--- src/rtl/assert_macros.svh ---
// Assertion macros shared by the DNS query filter RTL.
// Every macro samples on the rising edge of clock and is disabled while reset is high.
`ifndef ASSERT_MACROS_SVH
`define ASSERT_MACROS_SVH

// The property must hold at every enabled clock edge.
`define DQF_ASSERT_ALWAYS(lbl, expr, msg) \
   lbl: assert property (@(posedge clock) disable iff (reset) (expr)) else $error(msg);

// The consequent must hold in the same cycle as the antecedent.
`define DQF_ASSERT_SAME(lbl, ante, cons, msg) \
   lbl: assert property (@(posedge clock) disable iff (reset) (ante) |-> (cons)) \
      else $error(msg);

// The consequent must hold in the cycle after the antecedent.
`define DQF_ASSERT_NEXT(lbl, ante, cons, msg) \
   lbl: assert property (@(posedge clock) disable iff (reset) (ante) |=> (cons)) \
      else $error(msg);

`endif

--- src/rtl/dqf_pkg.sv ---
// Shared types and constants of the DNS query filter.
// Used by the parser front, the decision queue, the lookup back end and the top level.
`default_nettype none

package dqf_pkg;

   typedef enum logic [2:0] {
      VERDICT_NOT_IP      = 3'd0,
      VERDICT_BAD_VERSION = 3'd1,
      VERDICT_NOT_UDP     = 3'd2,
      VERDICT_NOT_DNS     = 3'd3,
      VERDICT_TRUNCATED   = 3'd4,
      VERDICT_DUPLICATE   = 3'd5,
      VERDICT_RESPOND     = 3'd6,
      VERDICT_IPV6_UNSENT = 3'd7
   } verdict_type;

   typedef enum logic [1:0] {
      CLASS_OTHER = 2'd0,
      CLASS_IPV4  = 2'd1,
      CLASS_IPV6  = 2'd2
   } pkt_class_type;

   localparam logic [15:0] DnsPortReset = 16'd53;
   localparam logic [7:0]  UdpProto     = 8'd17;
   localparam logic [5:0]  Ipv6HdrLen   = 6'd40;
   localparam logic [15:0] Ipv4ProtoPos = 16'd9;
   localparam logic [15:0] Ipv6ProtoPos = 16'd6;
   localparam logic [15:0] Ipv4AddrEnd  = 16'd19;
   localparam logic [15:0] Ipv4SrcStart = 16'd12;
   localparam logic [15:0] Ipv4DstStart = 16'd16;
   localparam logic [15:0] Ipv4DstEnd   = 16'd20;
   localparam logic [15:0] UdpPortsEnd  = 16'd3;
   localparam logic [15:0] UdpIdEnd     = 16'd9;
   localparam logic [15:0] OffsetMax    = 16'hFFFF;
   localparam logic [3:0]  IpVersion4   = 4'd4;
   localparam logic [3:0]  IpVersion6   = 4'd6;

   localparam int QueueDepth = 2;
   localparam int QueuePtrW  = $clog2(QueueDepth);
   localparam int QueueCntW  = $clog2(QueueDepth + 1);

   // One decided packet on its way from the parser to the lookup stage.
   typedef struct packed {
      verdict_type verdict;
      logic        lookup;
      logic        is_v4;
      logic [15:0] query_id;
      logic [31:0] to_addr;
      logic [31:0] from_addr;
      logic [15:0] to_port;
      logic [15:0] from_port;
   } dqf_rec_type;

endpackage

`default_nettype wire

--- src/rtl/dns_query_filter_with_dedupe.sv ---
// Top level of the DNS query filter with duplicate suppression.
// Instantiates dqf_front, dqf_queue and dqf_back; depends on dqf_pkg.
//
//   Port group   Direction   Transaction accepted when
//   req_*        in          req_push high and req_full low
//   rsp_*        out         rsp_pop high and rsp_empty low
//   csr_*        in          csr_write_enable high
//
// The parser takes one byte per cycle while req_full is low; a packet's verdict is decided on its
// last byte. With the lookup stage free, a non-query verdict passes through the decision queue
// and then the result register to the ports. A DNS query holds the lookup stage while the ids
// recorded so far (fill, at most RING_DEPTH) are read back one per cycle.
// req_full is high while the decision queue holds two packets, and the lookup stage takes no
// packet while a result waits. Reset clears the ring through its fill count, with no pass.
`default_nettype none

module dns_query_filter_with_dedupe
   import dqf_pkg::*;
#(
   parameter int RING_DEPTH = 50
) (
   input  wire logic        clock,
   input  wire logic        reset,
   input  wire logic        req_push,
   output logic             req_full,
   input  wire logic [7:0]  req_data_byte,
   input  wire logic        req_last_byte,
   input  wire logic [1:0]  req_frame_kind,
   output logic             rsp_empty,
   input  wire logic        rsp_pop,
   output logic [2:0]       rsp_verdict,
   output logic [15:0]      rsp_query_id,
   output logic [31:0]      rsp_reply_dest_addr,
   output logic [31:0]      rsp_reply_src_addr,
   output logic [15:0]      rsp_reply_dest_port,
   output logic [15:0]      rsp_reply_src_port,
   input  wire logic        csr_write_enable,
   input  wire logic [15:0] csr_write_data
);

   logic [15:0]  dns_port_ff;
   logic         accept, rec_push, q_full, q_empty, q_pop, rsp_valid;
   dqf_rec_type  rec, q_dout, rsp_rec;

   always_ff @(posedge clock) begin
      if (reset) begin
         dns_port_ff <= DnsPortReset;
      end else if (csr_write_enable) begin
         dns_port_ff <= csr_write_data;
      end
   end

   assign req_full = q_full;
   assign accept   = req_push && !q_full;

   dqf_front u_front (
      .clock      (clock),
      .reset      (reset),
      .accept     (accept),
      .data_byte  (req_data_byte),
      .last_byte  (req_last_byte),
      .frame_kind (req_frame_kind),
      .dns_port   (dns_port_ff),
      .rec_push   (rec_push),
      .rec        (rec)
   );

   dqf_queue u_queue (
      .clock (clock),
      .reset (reset),
      .push  (rec_push),
      .din   (rec),
      .full  (q_full),
      .pop   (q_pop),
      .dout  (q_dout),
      .empty (q_empty)
   );

   dqf_back #(
      .RING_DEPTH (RING_DEPTH)
   ) u_back (
      .clock     (clock),
      .reset     (reset),
      .q_empty   (q_empty),
      .q_dout    (q_dout),
      .q_pop     (q_pop),
      .rsp_pop   (rsp_pop),
      .rsp_valid (rsp_valid),
      .rsp_rec   (rsp_rec)
   );

   assign rsp_empty           = !rsp_valid;
   assign rsp_verdict         = rsp_rec.verdict;
   assign rsp_query_id        = rsp_rec.query_id;
   assign rsp_reply_dest_addr = rsp_rec.to_addr;
   assign rsp_reply_src_addr  = rsp_rec.from_addr;
   assign rsp_reply_dest_port = rsp_rec.to_port;
   assign rsp_reply_src_port  = rsp_rec.from_port;

endmodule

`default_nettype wire

--- src/rtl/dqf_queue.sv ---
// Short queue of decided packets between the parser and the lookup stage.
// Depends on dqf_pkg for the record type and the queue depth.
`default_nettype none

module dqf_queue
   import dqf_pkg::*;
(
   input  wire logic        clock,
   input  wire logic        reset,
   input  wire logic        push,
   input  wire dqf_rec_type din,
   output logic             full,
   input  wire logic        pop,
   output dqf_rec_type      dout,
   output logic             empty
);

`include "assert_macros.svh"

   dqf_rec_type              entry_ff [QueueDepth];
   logic [QueuePtrW-1:0]     wr_ptr_ff, wr_ptr_in;
   logic [QueuePtrW-1:0]     rd_ptr_ff, rd_ptr_in;
   logic [QueueCntW-1:0]     count_ff, count_in;
   logic                     do_push, do_pop;

   always_comb begin
      full      = (count_ff == QueueCntW'(QueueDepth));
      empty     = (count_ff == '0);
      do_push   = push && !full;
      do_pop    = pop && !empty;
      wr_ptr_in = wr_ptr_ff;
      rd_ptr_in = rd_ptr_ff;
      count_in  = count_ff;
      if (do_push) begin
         wr_ptr_in = (wr_ptr_ff == QueuePtrW'(QueueDepth - 1)) ? '0 : wr_ptr_ff + 1'b1;
      end
      if (do_pop) begin
         rd_ptr_in = (rd_ptr_ff == QueuePtrW'(QueueDepth - 1)) ? '0 : rd_ptr_ff + 1'b1;
      end
      if (do_push && !do_pop) begin
         count_in = count_ff + 1'b1;
      end else if (do_pop && !do_push) begin
         count_in = count_ff - 1'b1;
      end
      dout = entry_ff[rd_ptr_ff];
   end

   always_ff @(posedge clock) begin
      if (reset) begin
         wr_ptr_ff <= '0;
         rd_ptr_ff <= '0;
         count_ff  <= '0;
      end else begin
         wr_ptr_ff <= wr_ptr_in;
         rd_ptr_ff <= rd_ptr_in;
         count_ff  <= count_in;
      end
   end

   always_ff @(posedge clock) begin
      if (do_push) begin
         entry_ff[wr_ptr_ff] <= din;
      end
   end

   `DQF_ASSERT_ALWAYS(a_count_bound, count_ff <= QueueCntW'(QueueDepth), "queue overfilled")
   `DQF_ASSERT_NEXT(a_push_only_count, do_push && !do_pop, count_ff == $past(count_ff) + 1'b1,
      "push did not raise the count")
   `DQF_ASSERT_SAME(a_ptrs_meet, empty || full, wr_ptr_ff == rd_ptr_ff,
      "pointers disagree with the count")

endmodule

`default_nettype wire

--- src/rtl/dqf_front.sv ---
// Byte parser: captures the IP and UDP fields of each packet and decides its verdict.
// Packets that need the duplicate check leave with the lookup flag set. Depends on dqf_pkg.
`default_nettype none

module dqf_front
   import dqf_pkg::*;
(
   input  wire logic        clock,
   input  wire logic        reset,
   input  wire logic        accept,
   input  wire logic [7:0]  data_byte,
   input  wire logic        last_byte,
   input  wire logic [1:0]  frame_kind,
   input  wire logic [15:0] dns_port,
   output logic             rec_push,
   output dqf_rec_type      rec
);

`include "assert_macros.svh"

   logic [15:0]   off_ff, off_in;
   pkt_class_type cls_ff, cls_in;
   verdict_type   early_ff, early_in;
   logic [3:0]    hw_ff, hw_in;
   logic [7:0]    proto_ff, proto_in;
   logic [31:0]   saddr_ff, saddr_in;
   logic [31:0]   daddr_ff, daddr_in;
   logic [15:0]   sport_ff, sport_in;
   logic [15:0]   dport_ff, dport_in;
   logic [15:0]   id_ff, id_in;

   logic          first, v4, show_ports, show_id, show_addr;
   logic [3:0]    version;
   logic [5:0]    base;
   logic [15:0]   base16, proto_pos, rel, need;

   always_comb begin
      first   = (off_ff == '0);
      version = data_byte[7:4];

      cls_in   = cls_ff;
      hw_in    = hw_ff;
      early_in = early_ff;
      proto_in = proto_ff;
      saddr_in = saddr_ff;
      daddr_in = daddr_ff;
      sport_in = sport_ff;
      dport_in = dport_ff;
      id_in    = id_ff;

      if (first) begin
         case (frame_kind)
            CLASS_IPV4: cls_in = CLASS_IPV4;
            CLASS_IPV6: cls_in = CLASS_IPV6;
            default:    cls_in = CLASS_OTHER;
         endcase
         hw_in    = data_byte[3:0];
         proto_in = '0;
         saddr_in = '0;
         daddr_in = '0;
         sport_in = '0;
         dport_in = '0;
         id_in    = '0;
         if (cls_in == CLASS_OTHER) begin
            early_in = VERDICT_NOT_IP;
         end else if (!(version inside {IpVersion4, IpVersion6})) begin
            early_in = VERDICT_BAD_VERSION;
         end else begin
            early_in = VERDICT_RESPOND;
         end
      end

      v4        = (cls_in == CLASS_IPV4);
      base      = v4 ? {hw_in, 2'b00} : Ipv6HdrLen;
      base16    = {10'd0, base};
      proto_pos = v4 ? Ipv4ProtoPos : Ipv6ProtoPos;
      rel       = off_ff - base16;

      if (off_ff == proto_pos) begin
         proto_in = data_byte;
      end
      if (v4 && off_ff >= Ipv4SrcStart && off_ff < Ipv4DstStart) begin
         saddr_in = {saddr_in[23:0], data_byte};
      end
      if (v4 && off_ff >= Ipv4DstStart && off_ff < Ipv4DstEnd) begin
         daddr_in = {daddr_in[23:0], data_byte};
      end
      if (off_ff >= base16) begin
         if (rel < 16'd2) begin
            sport_in = {sport_in[7:0], data_byte};
         end else if (rel < 16'd4) begin
            dport_in = {dport_in[7:0], data_byte};
         end else if (rel == 16'd8 || rel == 16'd9) begin
            id_in = {id_in[7:0], data_byte};
         end
      end

      if (last_byte) begin
         off_in = '0;
      end else if (off_ff != OffsetMax) begin
         off_in = off_ff + 1'b1;
      end else begin
         off_in = off_ff;
      end

      need = base16 + UdpIdEnd;
      if (v4 && need < Ipv4AddrEnd) begin
         need = Ipv4AddrEnd;
      end

      show_ports  = 1'b0;
      show_id     = 1'b0;
      show_addr   = 1'b0;
      rec.lookup  = 1'b0;
      rec.is_v4   = v4;
      if (early_in != VERDICT_RESPOND) begin
         rec.verdict = early_in;
      end else if (off_ff < proto_pos) begin
         rec.verdict = VERDICT_TRUNCATED;
      end else if (proto_in != UdpProto) begin
         rec.verdict = VERDICT_NOT_UDP;
      end else if (off_ff < base16 + UdpPortsEnd) begin
         rec.verdict = VERDICT_TRUNCATED;
      end else if (dport_in != dns_port) begin
         rec.verdict = VERDICT_NOT_DNS;
         show_ports  = 1'b1;
         show_addr   = v4;
      end else if (off_ff < need) begin
         rec.verdict = VERDICT_TRUNCATED;
      end else begin
         rec.verdict = VERDICT_RESPOND;
         rec.lookup  = 1'b1;
         show_ports  = 1'b1;
         show_id     = 1'b1;
         show_addr   = v4;
      end

      rec.query_id  = show_id ? id_in : '0;
      rec.to_addr   = show_addr ? saddr_in : '0;
      rec.from_addr = show_addr ? daddr_in : '0;
      rec.to_port   = show_ports ? sport_in : '0;
      rec.from_port = show_ports ? dport_in : '0;
      rec_push      = accept && last_byte;
   end

   always_ff @(posedge clock) begin
      if (reset) begin
         off_ff   <= '0;
         cls_ff   <= CLASS_OTHER;
         early_ff <= VERDICT_NOT_IP;
      end else if (accept) begin
         off_ff   <= off_in;
         cls_ff   <= cls_in;
         early_ff <= early_in;
      end
   end

   always_ff @(posedge clock) begin
      if (accept) begin
         hw_ff    <= hw_in;
         proto_ff <= proto_in;
         saddr_ff <= saddr_in;
         daddr_ff <= daddr_in;
         sport_ff <= sport_in;
         dport_ff <= dport_in;
         id_ff    <= id_in;
      end
   end

   `DQF_ASSERT_NEXT(a_restart, accept && last_byte, off_ff == '0,
      "offset not cleared after the last byte")
   `DQF_ASSERT_SAME(a_lookup_port, rec_push && rec.lookup, rec.from_port == dns_port,
      "lookup requested for a packet off the DNS port")
   `DQF_ASSERT_SAME(a_lookup_class, rec_push && rec.lookup,
      cls_in == CLASS_IPV4 || cls_in == CLASS_IPV6, "lookup requested for a non-IP packet")

endmodule

`default_nettype wire

--- src/rtl/dqf_back.sv ---
// Lookup stage: scans the ring of answered ids for each DNS query, records fresh IPv4
// answers and holds the result register. Depends on dqf_pkg.
`default_nettype none

module dqf_back
   import dqf_pkg::*;
#(
   parameter int RING_DEPTH = 50
) (
   input  wire logic        clock,
   input  wire logic        reset,
   input  wire logic        q_empty,
   input  wire dqf_rec_type q_dout,
   output logic             q_pop,
   input  wire logic        rsp_pop,
   output logic             rsp_valid,
   output dqf_rec_type      rsp_rec
);

`include "assert_macros.svh"

   localparam int AddrW = (RING_DEPTH > 1) ? $clog2(RING_DEPTH) : 1;
   localparam int CntW  = $clog2(RING_DEPTH + 1);

   typedef enum logic {
      ST_IDLE,
      ST_SCAN
   } state_type;

   state_type         state_ff, state_in;
   logic [15:0]       ring_mem [RING_DEPTH];
   logic [15:0]       rdata_ff;
   logic              pend_ff, pend_in;
   logic              hit_ff, hit_in;
   logic [CntW-1:0]   idx_ff, idx_in;
   logic [CntW-1:0]   fill_ff, fill_in;
   logic [AddrW-1:0]  head_ff, head_in;
   dqf_rec_type       cur_ff, cur_in;
   dqf_rec_type       out_ff, out_in;
   logic              out_vld_ff, out_vld_in;
   logic              rd_en, respond, load;

   always_comb begin
      state_in   = state_ff;
      cur_in     = cur_ff;
      hit_in     = hit_ff;
      idx_in     = idx_ff;
      pend_in    = 1'b0;
      fill_in    = fill_ff;
      head_in    = head_ff;
      out_in     = out_ff;
      load       = 1'b0;
      rd_en      = 1'b0;
      respond    = 1'b0;
      q_pop      = (state_ff == ST_IDLE) && !q_empty && !out_vld_ff;

      case (state_ff)
         ST_IDLE: begin
            if (q_pop) begin
               cur_in = q_dout;
               if (q_dout.lookup) begin
                  // Entries past the fill count count as zero: a query id of zero hits while the ring is not full.
                  hit_in   = (q_dout.query_id == '0) && (fill_ff < CntW'(RING_DEPTH));
                  idx_in   = '0;
                  state_in = ST_SCAN;
               end else begin
                  out_in = q_dout;
                  load   = 1'b1;
               end
            end
         end
         ST_SCAN: begin
            hit_in = hit_ff || (pend_ff && rdata_ff == cur_ff.query_id);
            if (idx_ff < fill_ff) begin
               rd_en   = 1'b1;
               pend_in = 1'b1;
               idx_in  = idx_ff + 1'b1;
            end else if (!pend_ff) begin
               state_in  = ST_IDLE;
               load      = 1'b1;
               out_in    = cur_ff;
               if (hit_ff) begin
                  out_in.verdict = VERDICT_DUPLICATE;
               end else if (cur_ff.is_v4) begin
                  out_in.verdict = VERDICT_RESPOND;
                  respond        = 1'b1;
                  head_in        = (head_ff == AddrW'(RING_DEPTH - 1)) ? '0 : head_ff + 1'b1;
                  if (fill_ff < CntW'(RING_DEPTH)) begin
                     fill_in = fill_ff + 1'b1;
                  end
               end else begin
                  out_in.verdict = VERDICT_IPV6_UNSENT;
               end
            end
         end
         default: begin
            state_in = ST_IDLE;
         end
      endcase

      out_vld_in = load || (out_vld_ff && !rsp_pop);
      rsp_valid  = out_vld_ff;
      rsp_rec    = out_ff;
   end

   always_ff @(posedge clock) begin
      if (reset) begin
         state_ff   <= ST_IDLE;
         pend_ff    <= 1'b0;
         fill_ff    <= '0;
         head_ff    <= '0;
         out_vld_ff <= 1'b0;
      end else begin
         state_ff   <= state_in;
         pend_ff    <= pend_in;
         fill_ff    <= fill_in;
         head_ff    <= head_in;
         out_vld_ff <= out_vld_in;
      end
      cur_ff <= cur_in;
      hit_ff <= hit_in;
      idx_ff <= idx_in;
      out_ff <= out_in;
   end

   always_ff @(posedge clock) begin
      if (respond) begin
         ring_mem[head_ff] <= cur_ff.query_id;
      end
      if (rd_en) begin
         rdata_ff <= ring_mem[idx_ff[AddrW-1:0]];
      end
   end

   `DQF_ASSERT_ALWAYS(a_fill_bound, fill_ff <= CntW'(RING_DEPTH), "fill count past ring depth")
   `DQF_ASSERT_SAME(a_scan_index, state_ff == ST_SCAN, idx_ff <= fill_ff,
      "scan index ran past the fill count")
   `DQF_ASSERT_SAME(a_load_free, load, !out_vld_ff,
      "result register overwritten before it was taken")

endmodule

`default_nettype wire
--- config.mk ---
export PLATFORM = sky130hd
export DESIGN_NAME = dns_query_filter_with_dedupe
export DESIGN_NICKNAME = d
export VERILOG_FILES = /design/src/rtl/dqf_pkg.sv /design/src/rtl/dns_query_filter_with_dedupe.sv /design/src/rtl/dqf_queue.sv /design/src/rtl/dqf_front.sv /design/src/rtl/dqf_back.sv
export VERILOG_INCLUDE_DIRS = /design/src /design/src/rtl
export SDC_FILE = /design/constraint.sdc
export NUM_CORES = 2
export LEC_CHECK = 0
export BUFFER_PORTS_ARGS = -buffer_cell sky130_fd_sc_hd__buf_2
export CAP_MARGIN = 30
export CORE_UTILIZATION = 54
export DETAILED_ROUTE_END_ITERATION = 10
export HOLD_SLACK_MARGIN = 0.05
export PLACE_DENSITY_LB_ADDON = 0.1
export SLEW_MARGIN = 10
export SYNTH_ARGS = -nofsm -noshare
export SYNTH_HDL_FRONTEND = slang
export SYNTH_SLANG_ARGS = --single-unit
export TNS_END_PERCENT = 5
--- constraint.sdc ---
create_clock -name clock -period 36.4 [get_ports clock]
set_input_delay 0 -clock clock [delete_from_list [all_inputs] [get_ports clock]]
set_output_delay 0 -clock clock [all_outputs]
set_load 0.05 [all_outputs]
After elaboration in Yosys (flattened, before gate mapping)
Memories as Yosys holds them, arrays and structs flattened. A register that Yosys moved wholly into a read port is not among the register bits.
Index checks and enable logic that the tools add are counted.
Widths: inputs -> output; s select.

operators by class
  add/sub/neg operators = 11
  magnitude comparators = 13
  equal/unequal tests = 21
  multiplexer cells = 100
  bitwise logic cells = 4
  reductions and logical operators = 39

operators with widths
  kind                   number
  $mux 117               4
  $mux 16                18
  $pmux 117 s2           1
  $mux 32                6
  $lt 16x16->1           3
  $lt 16x5->1 const B    3
  $mux 1                 43
  $eq 16x16->1           2
  $eq 16x4->1 const B    2
  $logic_not 16->1       2
  $mux 6                 5
  $mux 3                 9
  $add 6x1->6 const B    3
  $add 16x1->16 const B  1
  $ge 16x4->1 const B    1
  $ge 16x5->1 const B    1
  $ge 16x6->1            1
  $logic_and 1x1->1      16
  $lt 16x2->1 const B    1
  $lt 16x3->1 const B    1
  $mux 8                 2
  $ne 16x16->1           1
  $ne 16x16->1 const B   1
  $sub 16x6->16          1
  other kinds (30)       60

word-level totals
  flip-flop bits (word level) = 416
  bits in writable memories = 1034
  output and inout port bits = 117
  logic and storage cells = 224
  memories kept = 2

memories
  name              depth  bits a word  rd ports  clocked after memory_dff  write ports  line             RTL
  u_back.ring_mem   50     16           1         1                         1            dqf_back.sv:31   logic [15:0] ring_mem [RING_DEPTH];
  u_queue.entry_ff  2      117          1         1                         1            dqf_queue.sv:20  dqf_rec_type entry_ff [QueueDepth];

Logic depth before layout (Yosys ltp)
  word-level depth = 18
  gate-level depth with buffers = 27

Hierarchy
From an unflattened synthesis, not the netlist that was laid out.

unflattened totals
  cells, all modules = 3323
  area total of the unflattened synthesis = 59140.5 um2

modules (own cells, without submodules)
  module                        instances  cells an instance  area each (um2)
  dqf_back                      1          1980               41224.5
  dqf_queue                     1          389                8770.9
  dqf_front                     1          900                8545.7
  dns_query_filter_with_dedupe  1          54                 599.3

Worst setup path before layout
OpenSTA, ideal clock, no wires.

  path type = register to register
  from = register u_queue.count_ff[1]
  to = memory u_queue.entry_ff[0][0] (netlist bit), enable pin
  arrival = 12.226 ns
  setup slack = 23.580 ns
  cell stages (with the launch flop) = 5
  buffers on the path = 0
  clock period less this slack = 12.820 ns
  cells stage by stage = dfxtp_1 > nor2b_1 > nor2b_1 > nand2_1 > nor2_1

between the ends
  word-level cells in the longest chain between the ends = 7

ends and longest elaborated chain
  element                       line                                RTL
  from (decl)                   dqf_queue.sv:23                     logic [QueueCntW-1:0] count_ff, count_in;
  from (signal assigned)        dqf_queue.sv:56                     count_ff <= count_in;
  $eq 2x2->1                    dqf_queue.sv:27                     full = (count_ff == QueueCntW'(QueueDepth));
  via req_full                  dns_query_filter_with_dedupe.sv:25  output logic req_full,
  $logic_not 1->1               dns_query_filter_with_dedupe.sv:54  assign accept = req_push && !q_full;
  $logic_and 1x1->1             dns_query_filter_with_dedupe.sv:54
  via accept                    dns_query_filter_with_dedupe.sv:42  logic accept, rec_push, q_full, q_empty, q_pop, rsp_valid;
  $logic_and 1x1->1             dqf_front.sv:143                    rec_push = accept && last_byte;
  $logic_and 1x1->1             dqf_queue.sv:29                     do_push = push && !full;
  $mux 1                        dqf_queue.sv:61                     if (do_push) begin
  $mux 1 (not written as such)  dqf_queue.sv:62                     entry_ff[wr_ptr_ff] <= din;
  to (decl)                     dqf_queue.sv:20

The timed path passes the listed nets, and every way through them passes these cells.

==> key figures <==
Status
  • Status: completed

Logic synthesis
  • Synth Flop Type: edfxtp_1
  • Mapped Nets: between 3000 and 4000
  • Synthesis-stage register bit count: 1466
  • Mean Syn Cell Area: 18.84 um^2
  • Yosys top cell by area: edfxtp_1
  • Synth top area share: 0.7262
  • Commonest cells in the netlist: 1409 x edfxtp_1, 256 x mux4_2, 245 x mux2_2
  • Most frequent cell after synthesis: edfxtp_1
  • Mapped Area: approximately 58000 um^2
  • Seq/Total Area, Yosys: 0.7458
  • Yosys warns: 0
  • EDFF count, synth: around 1400
  • Library cells used by synthesis: a little over 60
  • Async set or reset register ratio after synthesis: 0
  • Cells after Synth: between 3000 and 4000
  • Synth top area cells: edfxtp_1 73%, mux4_2 9.9%, mux2_2 4.7%, dfxtp_1 2.0%, mux2i_1 1.5%

Power and ir drop
  • Worst vdd ir: 0.06258 mV
  • Sw Share: 0.2912
  • Comb pwr share: 0.219
  • Pwr Density: between 70 and 80 nW/um^2
  • Clock share of power: 0.314
  • Int Pwr: approximately 3.4 mW
  • NetSw: about 1.4 mW
  • Leak Pwr: ~22 nW
  • Flop pwr share: 0.467

Global routing
  • Global-route wire length before repair: between 150 and 200 mm
  • Grt total ovfl: 0
  • Vias in the first global route: 30390
  • GRT Overall Usage: 0.2455
  • Largest net degree at the start of global routing: around 120
  • Initial antenna violation count: 2

Timing
  • Setup-failing EPs final: 0
  • Fmax: approximately 140 MHz
  • Slew @ Worst Pin: 1009 ps
  • Post-layout min period: between 7000 and 8000 ps
  • Setup slack after layout: around 29000 ps
  • Setup_tns: 0 ps
  • Min Hold Slack: roughly 100 ps
  • RSZ-0062 raised after global routing: no
  • Hold Vio Cnt, Final: 0
  • Max-Slew Margin vs Limit: 0.3273
  • Fin crit share: 0.1964
  • Pins Over Slew Limit: 0
  • Clk_skew: between 20 and 30 ps

Detailed routing
  • Pre-Repair DR Iteration Count: 5
  • DR vias: 29510
  • Wirelength per Cell: between 20 and 30 um
  • Drt total wl: 132.5 mm
  • Final antenna-violating net count: 0
  • DRT iter0 DRCs: around 2700
  • Vias per cell: 5.979
  • Residual DRC count: 0

Setup path
  • Worst Setup Path Type: register to register
  • Setup crit end kind: register
  • Critical Path Start Type: register
  • Data arrival time of the worst path: between 7000 and 8000 ps
  • CP Max Fanout: between 60 and 70
  • CP required: roughly 37000 ps

Place
  • Detailed Place HPWL: 78.04 mm
  • Dpl ws: around 29000 ps
  • Placer Congestion: ~0.84
  • Port bufs: roughly 150

Cells and area
  • Filler Cells Inserted: approximately 7500
  • Layout Utilization: 0.6268
  • Total Nets Final: around 3500
  • Share of post-route cells with drive strength above 1: 0.2917
  • Synth-to-Final Area Change: 15.17%

Floorplan
  • Die H: between 300 and 400 um
  • Std cell rows: 120
  • Initial core utilization: 0.5442
  • Core area: around 110000 um^2
  • Die area: ~110000 um^2
  • I/O Pins: between 100 and 150
  • Die width: 330.5 um

Hold path
  • Hold Crit Class: input pin to register

Clock network
  • Worst-path clk slew: about 60 ps
  • CTS root buf: clkbuf_16
  • Clock Latency Late Sink: approximately 760 ps
  • TritonCTS Buffers: around 150
  • H-tree levels: 4
  • Clock buffer depth: 3
  • CTS tree: built
  • Sink Count: ~1500

Job
  • Max-cap violations: 0
-- state kept, by name, summed over array words and instances, names as in the netlist, 2 cells and up, named ones only --
signal,cells
dns_port_ff,16
u_back.cur_ff,113
u_back.fill_ff,6
u_back.head_ff,6
u_back.idx_ff,6
u_back.rdata_ff,16
u_back.ring_mem,800
u_back.rsp_rec,115
u_front.cls_ff,2
u_front.daddr_ff,32
u_front.dport_ff,16
u_front.early_ff,3
u_front.hw_ff,4
u_front.id_ff,16
u_front.off_ff,16
u_front.proto_ff,8
u_front.saddr_ff,32
u_front.sport_ff,16
u_queue.count_ff,2
u_queue.entry_ff,234
-- cells by family after synthesis --
family | count (synthesis) | share of synthesized area
multiplexers | 589 | 0.1614
buffers and inverters | 216 | 0.01471
AO/OA/AOI/OAI | 147 | 0.01497
XOR/XNOR | 53 | 0.007967
AND/OR/NAND/NOR | 591 | 0.04849
adder cells (fa/ha/maj) | 31 | 0.006657
flip-flops | 1466 | 0.7458
-- placed cells by master (no fill, tap or decap), types with 12 or more instances in the layout --
cell	synthesis	final
a21oi_1	38	38
buf_2	13	148
buf_4	0	79
buf_8	0	16
bufinv_16	0	14
clkbuf_1	117	32
clkbuf_16	0	157
clkinv_1	0	23
clkinv_2	0	18
dfxtp_1	57	56
dlygate4sd3_1	0	82
edfxtp_1	1409	1409
ha_1	31	31
inv_1	49	48
mux2_2	245	245
mux2i_1	88	88
mux4_2	256	256
nand2_1	148	147
nand3_1	40	40
nand4_1	12	12
nor2_1	188	160
nor2_2	0	27
nor2b_1	44	43
nor3_1	71	67
nor3_2	8	12
nor4_1	19	16
o21ai_0	59	59
or3_1	14	14
xnor2_1	32	32
xor2_1	21	21
-- worst paths after layout --
check,slack (ps),start,depth (start not counted),endpoint
worst min-delay path,100,req_push,3,u_front.daddr_ff[4]
worst max register to register,29250,u_front.off_ff[1],20,u_queue.entry_ff[0][83]
worst max-delay path,29250,u_front.off_ff[1],20,u_queue.entry_ff[0][83]
worst min register to register,490,u_front.early_ff[1],2,u_front.early_ff[1]
-- timing repair --
| action | in CTS | in global routing |
|---|---|---|
| hold endpoints to repair | 168 | 0 |
| resized for setup | 0 | 0 |
| buffers inserted | 0 | 0 |
| hold buffers | 82 | 0 |
-- area by class of cell --
| class | instances | area (um^2) | share of cell area |
|---|---|---|---|
| Sequential cell | 1466 | 43460 | 0.6476 |
| Multi-Input combinational cell | 1411 | 14130 | 0.2106 |
| Clock buffer | 191 | 4065 | 0.06058 |
| Timing Repair Buffer | 338 | 2713 | 0.04043 |
| Tap cell | 1403 | 1755 | 0.02616 |
| Clock inverter | 76 | 793.3 | 0.01182 |
| Inverter | 49 | 186.4 | 0.002778 |
| Antenna cell | 1 | 2.502 | 0.00003729 |
-- per-layer routing --
layer,GRT usage,wire (um)
met5,0,0
met3,0.03863,6852
met2,0.4150,67630
met1,0.3337,55250
met4,0.06682,2756
-- power by group through the flow --
stage	clock network, mW	logic [mW]	registers, mW
2_1_floorplan	0	0.519	2.48
5_1_grt	1.60	1.12	2.27
3_3_place_gp	0	1.02	2.29
3_5_place_dp	0	1.05	2.29
4_1_cts	1.55	1.06	2.26
6_report	1.52	1.05	2.25
-- through the flow --
stage                     std cells  area (um^2)  power, mW
after floorplan                3093        58260      3.001
after global placement         4557        60880      3.306
after detailed placement       4579        61300      3.336
after CTS                      4928        66980      4.861
after global routing           4934        67100      4.991
final                          4935        67100      4.827
-- critical path: stages, from the launching register on --
cell and delay, ps:
dfxtp_1 370, inv_1 150, ha_1 180, or3b_2 510, or4_2 660, buf_4 350, o21a_1 350, inv_1 320
nand2_1 170, ha_1 250, nor4b_1 330, nor3_1 110, o41ai_1 440, and4_1 420, buf_8 230, mux2_2 380
a22oi_1 280, nand4_4 240, o211ai_4 210, buf_4 630, nor3_1 160
Power figures use the tool's default switching activity.
